==> config.mk <==
export PLATFORM = sky130hd
export DESIGN_NAME = dns_name_label_encoder_core
export DESIGN_NICKNAME = d
export VERILOG_FILES = /design/src/design/dnse_pkg.sv /design/src/design/dnse_front.sv /design/src/design/dnse_queue.sv /design/src/design/dnse_back.sv /design/src/design/dns_name_label_encoder_core.sv
export VERILOG_INCLUDE_DIRS = /design/src /design/src/design
export SDC_FILE = /design/constraint.sdc
export NUM_CORES = 1
export LEC_CHECK = 0
export ABC_AREA = 0
export BUFFER_PORTS_ARGS = -buffer_cell sky130_fd_sc_hd__buf_2
export CAP_MARGIN = 5
export CORE_MARGIN = 2
export CORE_UTILIZATION = 56
export DETAILED_ROUTE_END_ITERATION = 6
export PLACE_DENSITY_LB_ADDON = 0.15
export SLEW_MARGIN = 20
export SYNTH_ARGS = -nofsm -noshare
export SYNTH_HDL_FRONTEND = slang
export SYNTH_SLANG_ARGS = --single-unit
==> constraint.sdc <==
create_clock -name clock -period 4.9 [get_ports clock]
set_input_delay 1.225 -clock clock [delete_from_list [all_inputs] [get_ports clock]]
set_output_delay 1.225 -clock clock [all_outputs]
set_load 0.01 [all_outputs]
==> src/design/dns_name_label_encoder_core_macros.svh <==
// Assertion helpers for the DNS label encoder. Both sample on clock and are off in reset.
`ifndef DNS_NAME_LABEL_ENCODER_CORE_MACROS_SVH
`define DNS_NAME_LABEL_ENCODER_CORE_MACROS_SVH

`ifndef SYNTH
`define DNSE_ASSERT(lbl, expr, msg) \
   lbl: assert property (@(posedge clock) disable iff (reset) (expr)) else $error(msg);
`define DNSE_ASSERT_IMP(lbl, ante, cons, msg) \
   lbl: assert property (@(posedge clock) disable iff (reset) (ante) |-> (cons)) \
      else $error(msg);
`else
`define DNSE_ASSERT(lbl, expr, msg)
`define DNSE_ASSERT_IMP(lbl, ante, cons, msg)
`endif

`endif

==> src/design/dnse_pkg.sv <==
`timescale 1ns / 1ps
package dnse_pkg;

   localparam int LABEL_MAX   = 62;
   localparam int LEN_W       = $clog2(LABEL_MAX + 1);
   localparam int IDX_W       = $clog2(LABEL_MAX);
   localparam int CHAR_W      = 8;
   localparam int SPACE_W     = 12;
   localparam int QUEUE_DEPTH = 2;
   localparam int QPTR_W      = $clog2(QUEUE_DEPTH);
   localparam int QCNT_W      = $clog2(QUEUE_DEPTH + 1);

   localparam logic [SPACE_W-1:0] CAP_RESET = 12'd2031;
   localparam logic [CHAR_W-1:0]  DOT_CHAR  = 8'd46;

   typedef enum logic [1:0] {
      ST_OK       = 2'd0,
      ST_NO_SPACE = 2'd1,
      ST_TOO_LONG = 2'd2
   } status_type;

   typedef enum logic [1:0] {
      TAIL_NONE = 2'd0,
      TAIL_TERM = 2'd1,
      TAIL_ERR  = 2'd2
   } tail_type;

   // One queued command: an optional label to emit, then an optional closing result.
   typedef struct packed {
      logic             has_label;
      logic [LEN_W-1:0] label_len;
      tail_type         tail;
      status_type       status;
   } cmd_type;

   typedef struct packed {
      logic              en;
      logic [IDX_W-1:0]  addr;
      logic [CHAR_W-1:0] data;
   } store_wr_type;

endpackage

==> src/design/dnse_front.sv <==
`timescale 1ns / 1ps
module dnse_front (
   input  logic                           clock,
   input  logic                           reset,
   input  logic                           in_valid,
   output logic                           in_ready,
   input  logic [dnse_pkg::CHAR_W-1:0]    in_char,
   input  logic                           in_eon,
   input  logic                           csr_wr_en,
   input  logic [dnse_pkg::SPACE_W-1:0]   csr_wr_data,
   input  logic                           q_full,
   output logic                           q_push,
   output dnse_pkg::cmd_type              q_cmd,
   output dnse_pkg::store_wr_type         store_wr,
   input  logic                           label_done,
   output logic                           store_busy
);

   logic [dnse_pkg::LEN_W-1:0]   len_ff, len_in;
   logic [dnse_pkg::SPACE_W-1:0] space_ff, space_in;
   logic [dnse_pkg::SPACE_W-1:0] cap_ff, cap_in;
   logic                         disc_ff, disc_in;
   logic                         open_ff, open_in;
   logic                         busy_ff, busy_in;

   logic                         accept;
   logic                         is_dot;
   logic [dnse_pkg::LEN_W-1:0]   lab_len;
   logic [dnse_pkg::SPACE_W-1:0] lab_ext;
   logic [dnse_pkg::SPACE_W-1:0] space_after;
   dnse_pkg::status_type         err;
   dnse_pkg::cmd_type            cmd;
   dnse_pkg::store_wr_type       wr;
   logic                         finish;

   assign in_ready   = !busy_ff && !q_full;
   assign accept     = in_valid && in_ready;
   assign is_dot     = (in_char == dnse_pkg::DOT_CHAR);
   // a dot closes the held label; a closing non-dot character adds itself first
   assign lab_len    = is_dot ? len_ff : len_ff + dnse_pkg::LEN_W'(1);
   assign lab_ext    = dnse_pkg::SPACE_W'(lab_len);
   assign store_busy = busy_ff;

   always_comb begin
      len_in      = len_ff;
      space_in    = space_ff;
      cap_in      = cap_ff;
      disc_in     = disc_ff;
      open_in     = open_ff;
      err         = dnse_pkg::ST_OK;
      cmd         = '0;
      wr          = '0;
      finish      = 1'b0;
      space_after = space_ff;
      if (accept) begin
         if (disc_ff) begin
            finish = in_eon;
         end else begin
            open_in = 1'b1;
            if (!is_dot) begin
               if (len_ff >= dnse_pkg::LEN_W'(dnse_pkg::LABEL_MAX)) begin
                  err = dnse_pkg::ST_TOO_LONG;
               end else begin
                  wr.en   = 1'b1;
                  wr.addr = len_ff[dnse_pkg::IDX_W-1:0];
                  wr.data = in_char;
               end
            end
            if ((is_dot || in_eon) && err == dnse_pkg::ST_OK) begin
               if (lab_ext < space_ff) begin
                  cmd.has_label = 1'b1;
                  cmd.label_len = lab_len;
                  space_after   = space_ff - lab_ext - dnse_pkg::SPACE_W'(1);
               end else begin
                  err = dnse_pkg::ST_NO_SPACE;
               end
            end
            if (err == dnse_pkg::ST_OK && in_eon) begin
               if (space_after == '0) begin
                  err = dnse_pkg::ST_NO_SPACE;
               end else begin
                  cmd.tail = dnse_pkg::TAIL_TERM;
                  finish   = 1'b1;
               end
            end
            if (err == dnse_pkg::ST_OK && !in_eon) begin
               space_in = space_after;
               len_in   = is_dot ? '0 : lab_len;
            end
            if (err != dnse_pkg::ST_OK) begin
               cmd.tail   = dnse_pkg::TAIL_ERR;
               cmd.status = err;
               if (in_eon) begin
                  finish = 1'b1;
               end else begin
                  len_in  = '0;
                  disc_in = 1'b1;
               end
            end
         end
      end
      if (finish) begin
         len_in   = '0;
         space_in = cap_ff;
         disc_in  = 1'b0;
         open_in  = 1'b0;
      end
      if (csr_wr_en) begin
         cap_in = csr_wr_data;
         if (!open_ff) begin
            space_in = csr_wr_data;
         end
      end
   end

   assign q_cmd    = cmd;
   assign q_push   = accept && (cmd.has_label || cmd.tail != dnse_pkg::TAIL_NONE);
   assign store_wr = wr;
   // hold the store until the back end has read the queued label out
   assign busy_in  = (busy_ff && !label_done) || (q_push && cmd.has_label);

   always_ff @(posedge clock) begin
      if (reset) begin
         len_ff   <= '0;
         space_ff <= dnse_pkg::CAP_RESET;
         cap_ff   <= dnse_pkg::CAP_RESET;
         disc_ff  <= 1'b0;
         open_ff  <= 1'b0;
         busy_ff  <= 1'b0;
      end else begin
         len_ff   <= len_in;
         space_ff <= space_in;
         cap_ff   <= cap_in;
         disc_ff  <= disc_in;
         open_ff  <= open_in;
         busy_ff  <= busy_in;
      end
   end

endmodule

==> src/design/dnse_queue.sv <==
`timescale 1ns / 1ps
module dnse_queue (
   input  logic              clock,
   input  logic              reset,
   input  logic              push,
   input  dnse_pkg::cmd_type push_cmd,
   input  logic              pop,
   output dnse_pkg::cmd_type head,
   output logic              empty,
   output logic              full
);

   dnse_pkg::cmd_type             slots_ff [dnse_pkg::QUEUE_DEPTH];
   logic [dnse_pkg::QPTR_W-1:0]   wr_ptr_ff, wr_ptr_in;
   logic [dnse_pkg::QPTR_W-1:0]   rd_ptr_ff, rd_ptr_in;
   logic [dnse_pkg::QCNT_W-1:0]   count_ff, count_in;

   function automatic logic [dnse_pkg::QPTR_W-1:0] next_ptr(
      input logic [dnse_pkg::QPTR_W-1:0] p);
      return (p == dnse_pkg::QPTR_W'(dnse_pkg::QUEUE_DEPTH - 1)) ?
             '0 : p + dnse_pkg::QPTR_W'(1);
   endfunction

   assign empty = (count_ff == '0);
   assign full  = (count_ff == dnse_pkg::QCNT_W'(dnse_pkg::QUEUE_DEPTH));
   assign head  = slots_ff[rd_ptr_ff];

   always_comb begin
      wr_ptr_in = push ? next_ptr(wr_ptr_ff) : wr_ptr_ff;
      rd_ptr_in = pop  ? next_ptr(rd_ptr_ff) : rd_ptr_ff;
      count_in  = count_ff;
      if (push && !pop) begin
         count_in = count_ff + dnse_pkg::QCNT_W'(1);
      end else if (pop && !push) begin
         count_in = count_ff - dnse_pkg::QCNT_W'(1);
      end
   end

   always_ff @(posedge clock) begin
      if (push) begin
         slots_ff[wr_ptr_ff] <= push_cmd;
      end
   end

   always_ff @(posedge clock) begin
      if (reset) begin
         wr_ptr_ff <= '0;
         rd_ptr_ff <= '0;
         count_ff  <= '0;
      end else begin
         wr_ptr_ff <= wr_ptr_in;
         rd_ptr_ff <= rd_ptr_in;
         count_ff  <= count_in;
      end
   end

endmodule

==> src/design/dnse_back.sv <==
`timescale 1ns / 1ps
module dnse_back (
   input  logic                         clock,
   input  logic                         reset,
   input  dnse_pkg::store_wr_type       store_wr,
   input  dnse_pkg::cmd_type            head,
   input  logic                         q_empty,
   output logic                         q_pop,
   output logic                         label_done,
   output logic                         out_valid,
   input  logic                         out_ready,
   output logic [dnse_pkg::CHAR_W-1:0]  out_byte,
   output dnse_pkg::status_type         out_status,
   output logic                         out_last
);

   typedef enum logic [4:0] {
      B_IDLE = 5'b00001,
      B_LEN  = 5'b00010,
      B_READ = 5'b00100,
      B_DATA = 5'b01000,
      B_TAIL = 5'b10000
   } bstate_type;

   logic [dnse_pkg::CHAR_W-1:0] store_mem [dnse_pkg::LABEL_MAX];
   logic [dnse_pkg::CHAR_W-1:0] rd_data_ff;

   bstate_type                  st_ff, st_in;
   dnse_pkg::cmd_type           cur_ff, cur_in;
   logic [dnse_pkg::IDX_W-1:0]  idx_ff, idx_in;
   logic                        vld_ff, vld_in;
   logic [dnse_pkg::CHAR_W-1:0] byte_ff, byte_in;
   dnse_pkg::status_type        stat_ff, stat_in;
   logic                        last_ff, last_in;

   logic                        slot_free;
   logic                        load;
   bstate_type                  after_label;

   assign slot_free   = !vld_ff || out_ready;
   assign after_label = (cur_ff.tail != dnse_pkg::TAIL_NONE) ? B_TAIL : B_IDLE;

   always_ff @(posedge clock) begin
      if (store_wr.en) begin
         store_mem[store_wr.addr] <= store_wr.data;
      end
      rd_data_ff <= store_mem[idx_ff];
   end

   always_comb begin
      st_in      = st_ff;
      cur_in     = cur_ff;
      idx_in     = idx_ff;
      byte_in    = byte_ff;
      stat_in    = stat_ff;
      last_in    = last_ff;
      load       = 1'b0;
      q_pop      = 1'b0;
      label_done = 1'b0;
      unique case (st_ff)
         B_IDLE: begin
            if (!q_empty) begin
               q_pop  = 1'b1;
               cur_in = head;
               st_in  = head.has_label ? B_LEN : B_TAIL;
            end
         end
         B_LEN: begin
            if (slot_free) begin
               load    = 1'b1;
               byte_in = dnse_pkg::CHAR_W'(cur_ff.label_len);
               stat_in = dnse_pkg::ST_OK;
               last_in = 1'b0;
               idx_in  = '0;
               if (cur_ff.label_len == '0) begin
                  label_done = 1'b1;
                  st_in      = after_label;
               end else begin
                  st_in = B_READ;
               end
            end
         end
         B_READ: begin
            // store data lands in rd_data_ff at this edge
            st_in = B_DATA;
         end
         B_DATA: begin
            if (slot_free) begin
               load    = 1'b1;
               byte_in = rd_data_ff;
               stat_in = dnse_pkg::ST_OK;
               last_in = 1'b0;
               if (dnse_pkg::LEN_W'(idx_ff) + dnse_pkg::LEN_W'(1) == cur_ff.label_len) begin
                  label_done = 1'b1;
                  st_in      = after_label;
               end else begin
                  idx_in = idx_ff + dnse_pkg::IDX_W'(1);
                  st_in  = B_READ;
               end
            end
         end
         B_TAIL: begin
            if (slot_free) begin
               load    = 1'b1;
               byte_in = '0;
               stat_in = (cur_ff.tail == dnse_pkg::TAIL_ERR) ? cur_ff.status : dnse_pkg::ST_OK;
               last_in = 1'b1;
               st_in   = B_IDLE;
            end
         end
         default: st_in = B_IDLE;
      endcase
      vld_in = load ? 1'b1 : (vld_ff && !out_ready);
   end

   always_ff @(posedge clock) begin
      if (reset) begin
         st_ff  <= B_IDLE;
         vld_ff <= 1'b0;
      end else begin
         st_ff  <= st_in;
         vld_ff <= vld_in;
      end
   end

   always_ff @(posedge clock) begin
      cur_ff  <= cur_in;
      idx_ff  <= idx_in;
      byte_ff <= byte_in;
      stat_ff <= stat_in;
      last_ff <= last_in;
   end

   assign out_valid  = vld_ff;
   assign out_byte   = byte_ff;
   assign out_status = stat_ff;
   assign out_last   = last_ff;

endmodule

==> src/design/dns_name_label_encoder_core.sv <==
`timescale 1ns / 1ps
// DNS name label encoder: takes a dotted name one character per item on req_ and gives
// wire-format bytes on rsp_ (length byte, label bytes, zero terminator with tlast), or a
// single error item with tlast that ends the name. csr_wr_data sets the output capacity
// in bytes for one name; it loads at once between names and otherwise from the next name.
// A character that extends a label is accepted and written into the label memory. A dot or
// the last character hands the label to the back end, which reads it out of the label memory
// through a registered read: it takes the command from the queue, sends the length byte, then
// for each label byte reads the memory and sends the byte. The input is held while a label is
// read out, and the terminator or error follows the label. Items that cause no label (within a
// label, or dropped after an error) flow at one per cycle while no label is being read out and
// the command queue is not full.
`include "dns_name_label_encoder_core_macros.svh"
module dns_name_label_encoder_core (
   input  logic        clock,
   input  logic        reset,
   input  logic        req_tvalid,
   output logic        req_tready,
   input  logic [7:0]  req_tdata,   // [7:0] name_char
   input  logic        req_tlast,   // end_of_name
   output logic        rsp_tvalid,
   input  logic        rsp_tready,
   output logic [15:0] rsp_tdata,   // [7:0] out_byte, [9:8] status, [15:10] zero
   output logic        rsp_tlast,   // last_of_name
   input  logic        csr_wr_en,
   input  logic [11:0] csr_wr_data  // output_capacity
);

   dnse_pkg::cmd_type      q_cmd;
   dnse_pkg::cmd_type      q_head;
   dnse_pkg::store_wr_type store_wr;
   logic                   q_push;
   logic                   q_pop;
   logic                   q_empty;
   logic                   q_full;
   logic                   label_done;
   logic                   store_busy;
   logic [7:0]             out_byte;
   dnse_pkg::status_type   out_status;
   logic                   rsp_err;

   dnse_front u_front (
      .clock       (clock),
      .reset       (reset),
      .in_valid    (req_tvalid),
      .in_ready    (req_tready),
      .in_char     (req_tdata),
      .in_eon      (req_tlast),
      .csr_wr_en   (csr_wr_en),
      .csr_wr_data (csr_wr_data),
      .q_full      (q_full),
      .q_push      (q_push),
      .q_cmd       (q_cmd),
      .store_wr    (store_wr),
      .label_done  (label_done),
      .store_busy  (store_busy)
   );

   dnse_queue u_queue (
      .clock    (clock),
      .reset    (reset),
      .push     (q_push),
      .push_cmd (q_cmd),
      .pop      (q_pop),
      .head     (q_head),
      .empty    (q_empty),
      .full     (q_full)
   );

   dnse_back u_back (
      .clock      (clock),
      .reset      (reset),
      .store_wr   (store_wr),
      .head       (q_head),
      .q_empty    (q_empty),
      .q_pop      (q_pop),
      .label_done (label_done),
      .out_valid  (rsp_tvalid),
      .out_ready  (rsp_tready),
      .out_byte   (out_byte),
      .out_status (out_status),
      .out_last   (rsp_tlast)
   );

   assign rsp_tdata = {6'd0, out_status, out_byte};
   assign rsp_err   = (out_status != dnse_pkg::ST_OK);

   `DNSE_ASSERT(a_label_while_busy, !(store_busy && q_push && q_cmd.has_label), "label in readout")
   `DNSE_ASSERT(a_queue_overflow, !(q_push && q_full), "command queue overflow")
   `DNSE_ASSERT(a_store_write_busy, !(store_busy && store_wr.en), "store written in readout")
   `DNSE_ASSERT_IMP(a_error_ends_name, rsp_tvalid && rsp_err, rsp_tlast, "error without tlast")

endmodule

==> impl.org <==
** Routing
- Using the TritonRoute via totals, the vias-per-cell ratio works out to 5.93.
- The count of nets left with antenna violations once routing finished came out at 0.
- Wires add up to 51000 um.
- After detailed routing, the number of remaining DRC violations is 0.
- The first TritonRoute pass finished after 7 iterations.
- In the final routed layout, each cell accounts on average for 25.0 um.
- Violation count after the first detailed-routing iteration :: roughly 1.2k
- Vias after detailed routing :: 12.1k

** Finish
- Share of final-layout standard cells stronger than drive strength 1 :: a little over a quarter
- Post-route cell area :: 27300 um^2
- Signed area change from the synthesized netlist to the final layout :: 12.9%
- The number of antenna diodes in the final layout is 0.
- After the last flow step, the layout net total stands at between 1k and 1.5k.

** Clocking
- Clock tree from TritonCTS :: yes
- At the later pin of the worst-skew pair, clock insertion delay measures 610 ps.
- Gates resized during post-CTS repair numbered 0.
- In this run, post-CTS hold repair placed 0 buffers.
- Clock Tree Buf Depth :: 3
- After clock tree synthesis, the clock-pin slew on the worst setup and hold paths is 60 ps.
- The H-tree was split into 2 levels.
- The root buffer cell chosen for the clock tree is sky130_fd_sc_hd__clkbuf_16.
- After clock tree synthesis, the setup repair step added 0 buffers.
- TritonCTS created 57 clock buffers.
- Clock tree synthesis found a total of 597 sinks.

** Critical path
- Most repeated library cell on the critical path :: sky130_fd_sc_hd__nand3_1
- Capture instance of the worst register-to-register path :: u_queue.slots_ff[0][2]
- The setup path with the least slack is of type input pin to flop.
- In this design, the largest share of critical-path delay is due to compound AO/OA/AOI/OAI gates.
- Walking the worst path, the cells encountered are buf_2 -> nor2b_1 -> and4_1 -> buf_4 -> nor3_1 -> nand3_1 -> xor2_1 -> inv_1 -> ha_1 -> nand3_1 -> a21oi_1 -> a211oi_1 -> nand3_1 -> xnor2_1 -> a2111o_1 -> o2111a_1.
- Register-to-register setup slack :: approximately 1200 ps
- Buffering stage count on the worst path with inverters included :: 3
- Among all stages on the critical path, the largest delay is contributed by sky130_fd_sc_hd__a2111o_1.
- Reg2Reg Depth :: 13
- Kind of start point of the critical path :: input pin
- Setup crit end kind :: flop
- CP Data Required Time :: 5250 ps
- Worst-path maximum fanout :: 8
- Delay of the slowest critical-path stage :: 470 ps
- WP data arrival :: between 4000 and 5000 ps

** GRT
- Grt ovf :: 0
- Global-route wire length before repair :: 77100 um
- Number of antenna violations at the first check in global routing :: 0
- The via count of the first global-routing pass is 12.1k.
- Entering global routing, the biggest net connects 79 pins.
- For this run, the total global-route usage over all layers was measured as 23.7%.

** Logic synthesis
- Share of synthesized registers carrying an async set or reset :: 0%
- For this run, the leading register cell type out of synthesis is sky130_fd_sc_hd__edfxtp_1.
- Number of distinct standard cells referenced by the synthesized netlist :: 59
- Synthesis handed over a netlist of 1298 instances.
- Cell area after technology mapping :: 24200 um^2
- Mean instance size in the synthesized netlist :: 18.6 um^2
- The share of the Yosys chip area taken by registers is 72.0%.
- Synthesis inferred 597 register bits.
- EDFF count, synth :: 545
- Yosys Warn Count :: 0

** Pwr
- VDD sags by at most 0.348 mV.
- Leak pwr :: about 9 nW
- In this run the power density over the cells is 412 nW/um^2.

** Job
- Max Cap Viol :: 0

** Placed design
- Total cell area at the placement stage :: 25500 um^2
- Final weighted congestion in routability-driven placement :: 0.873
- Post-detail-place hpwl :: between 30000 and 40000 um
- Port buffering added 38 buffers.
- Pre-CTS setup slack :: ~76 ps

** Floorplanning
- Cell Rows :: 76
- The die is 212 um tall.
- Effective utilization at floorplan :: 56.4%
- From left edge to right edge, the die measures 212 um.
- Die Footprint :: 44900 um^2
- Core outline area :: ~43000 um^2
- 45 I/O pins were placed.

** Timing
- In the post-route analysis, the smallest setup slack over all paths is 662 ps.
- Number of endpoints failing setup at the final stage :: 0
- For this run, the top clock speed supported by timing is 0.236 GHz.
- For the final database, setup skew stands at 23.9 ps.
- Of the available clock period, the critical path in the final layout requires 86.5%.
- Slew at the pin closest to its max-slew limit :: around 1100 ps
- Relative slew slack :: 29.6%
- The final number of max-transition violations came to 0.
- Hold Fails Final Rpt :: 0
- RSZ-0062 raised after global routing :: false
- Adding up every negative setup slack in the final design gives 0 ps.
- After layout, the minimum clock period comes to 4240 ps.

** Hold path
- Destination of the worst hold path :: u_front.cap_ff[7]
- Hold Crit Start :: u_front.cap_ff[7]
- Hold-critical path depth :: 2
- The tightest min-delay check is of the flop to flop type.

** Run status
- Status :: finished clean
-- metal layers --
metal | wire [um] | global-route usage, %
met1 | 21900 | 35.0
met2 | 24500 | 36.8
met3 | 3510 | 4.64
met4 | 1100 | 6.12
met5 | 0 | 0
-- layout by cell type, fill, tap and decap left out, types with 20 or more instances in the layout --
cell                        synthesis  routed
sky130_fd_sc_hd__buf_4              7      78
sky130_fd_sc_hd__o21ai_0           30      30
sky130_fd_sc_hd__nand2_1           42      42
sky130_fd_sc_hd__dfxtp_1           52      52
sky130_fd_sc_hd__inv_1             20      20
sky130_fd_sc_hd__mux2_2            20      20
sky130_fd_sc_hd__mux4_2           158     158
sky130_fd_sc_hd__a21oi_1           26      26
sky130_fd_sc_hd__mux2i_1           20      20
sky130_fd_sc_hd__buf_2             11      38
sky130_fd_sc_hd__edfxtp_1         545     545
sky130_fd_sc_hd__nor2_1           124     124
sky130_fd_sc_hd__clkbuf_16          0      57
-- state kept, by name, indices dropped and copies added, names as in the netlist, named ones only --
signal              count
u_front.open_ff         1
u_back.store_mem      496
u_front.cap_ff         12
u_back.out_last         1
u_front.space_ff       12
u_back.out_status       2
u_back.rd_data_ff       8
u_back.cur_ff          10
u_queue.rd_ptr_ff       1
u_back.out_valid        1
u_back.st_ff            5
u_front.disc_ff         1
u_back.idx_ff           6
u_back.out_byte         8
u_queue.slots_ff       22
u_queue.wr_ptr_ff       1
u_front.store_busy      1
u_queue.count_ff        2
-- per-stage QoR --
step / hold WS (ps) / total power [mW] / cells / util [%]
after floorplan: 432 / 6.70 / 1303 / -
after global placement: 449 / 7.03 / 1937 / 59.4
after detailed placement: 453 / 7.06 / 1937 / 59.4
after CTS: 474 / 11.3 / 2044 / 63.7
after global routing: 500 / 11.6 / 2044 / 63.7
final: 471 / 11.2 / 2044 / 63.7
-- cell type report --
type	count	area (um^2)
Clock inverter	33	304
Multi-Input combinational cell	614	6430
Clock buffer	74	1520
Sequential cell	597	17400
Fill cell	2972	15600
Tap cell	585	732
Inverter	22	82.6
Timing Repair Buffer	119	836
-- cells in the mapped netlist (4+ instances only) --
| library cell | instances | area [um^2] |
|---|---|---|
| sky130_fd_sc_hd__buf_1 | 11 | 41.3 |
| sky130_fd_sc_hd__edfxtp_1 | 545 | 16400 |
| sky130_fd_sc_hd__mux2_2 | 20 | 225 |
| sky130_fd_sc_hd__xor2_1 | 14 | 123 |
| sky130_fd_sc_hd__ha_1 | 16 | 200 |
| sky130_fd_sc_hd__clkbuf_1 | 41 | 154 |
| sky130_fd_sc_hd__mux4_2 | 158 | 3560 |
| sky130_fd_sc_hd__nor2b_1 | 8 | 50.1 |
| sky130_fd_sc_hd__o211ai_1 | 4 | 30.0 |
| sky130_fd_sc_hd__and3_1 | 5 | 31.3 |
| sky130_fd_sc_hd__mux2i_1 | 20 | 200 |
| sky130_fd_sc_hd__buf_2 | 11 | 55.1 |
| sky130_fd_sc_hd__a21oi_1 | 26 | 130 |
| sky130_fd_sc_hd__nand2b_1 | 7 | 43.8 |
| sky130_fd_sc_hd__a211oi_1 | 11 | 82.6 |
| sky130_fd_sc_hd__nand4_1 | 8 | 50.1 |
| sky130_fd_sc_hd__nand4b_1 | 4 | 35.0 |
| sky130_fd_sc_hd__o311ai_0 | 4 | 35.0 |
| sky130_fd_sc_hd__a22o_1 | 6 | 52.6 |
| sky130_fd_sc_hd__o21ai_0 | 30 | 150 |
| sky130_fd_sc_hd__inv_1 | 20 | 75.1 |
| sky130_fd_sc_hd__or3_1 | 4 | 25.0 |
| sky130_fd_sc_hd__nor3_1 | 15 | 75.1 |
| sky130_fd_sc_hd__nand3_1 | 16 | 80.1 |
| sky130_fd_sc_hd__dfxtp_1 | 52 | 1040 |
| sky130_fd_sc_hd__a211o_1 | 4 | 35.0 |
| sky130_fd_sc_hd__xnor2_1 | 10 | 87.6 |
| sky130_fd_sc_hd__nand2_1 | 42 | 158 |
| sky130_fd_sc_hd__and2_1 | 12 | 75.1 |
| sky130_fd_sc_hd__buf_4 | 7 | 52.6 |
| sky130_fd_sc_hd__nor2_1 | 124 | 465 |
| sky130_fd_sc_hd__nand3b_1 | 5 | 37.5 |
-- where the power goes --
group	internal (mW)	switching, mW	leakage [nW]	total, mW
Sequential	5.84	0.112	5.42	5.95
Clock	2.45	1.84	0.881	4.29
Combinational	0.373	0.624	2.95	0.997
-- how the worst max path moves through the flow --
stage                      start  slack, ps  cells after the start                     end
floorplan           req_tdata[4]        200                     16  u_queue.slots_ff[0][2]
global placement    req_tdata[4]        150                     16  u_queue.slots_ff[0][2]
detailed placement  req_tdata[1]         80                     16  u_queue.slots_ff[1][2]
CTS                 req_tdata[1]        710                     16  u_queue.slots_ff[0][2]
global route        req_tdata[4]        400                     16     u_front.space_ff[1]
finish              req_tdata[1]        660                     16  u_queue.slots_ff[0][2]
-- worst min-delay path: cells and delay by family, from the launching register on --
kind | cells | cell delay [ps]
AND/OR/NAND/NOR | 1 | 60
flip-flops | 1 | 320
multiplexers | 1 | 60
-- cell families after synthesis --
family          count (synthesis)  synth area share, %
other cells                     1               0.0155
fa+ha+maj                      17                0.910
compound gates                104                 2.96
xor+xnor                       25                0.962
flops                         597                 72.0
mux                           198                 16.5
buf+inv                        92                 1.59
simple gates                  264                 5.12
Power figures use the tool's default switching activity.
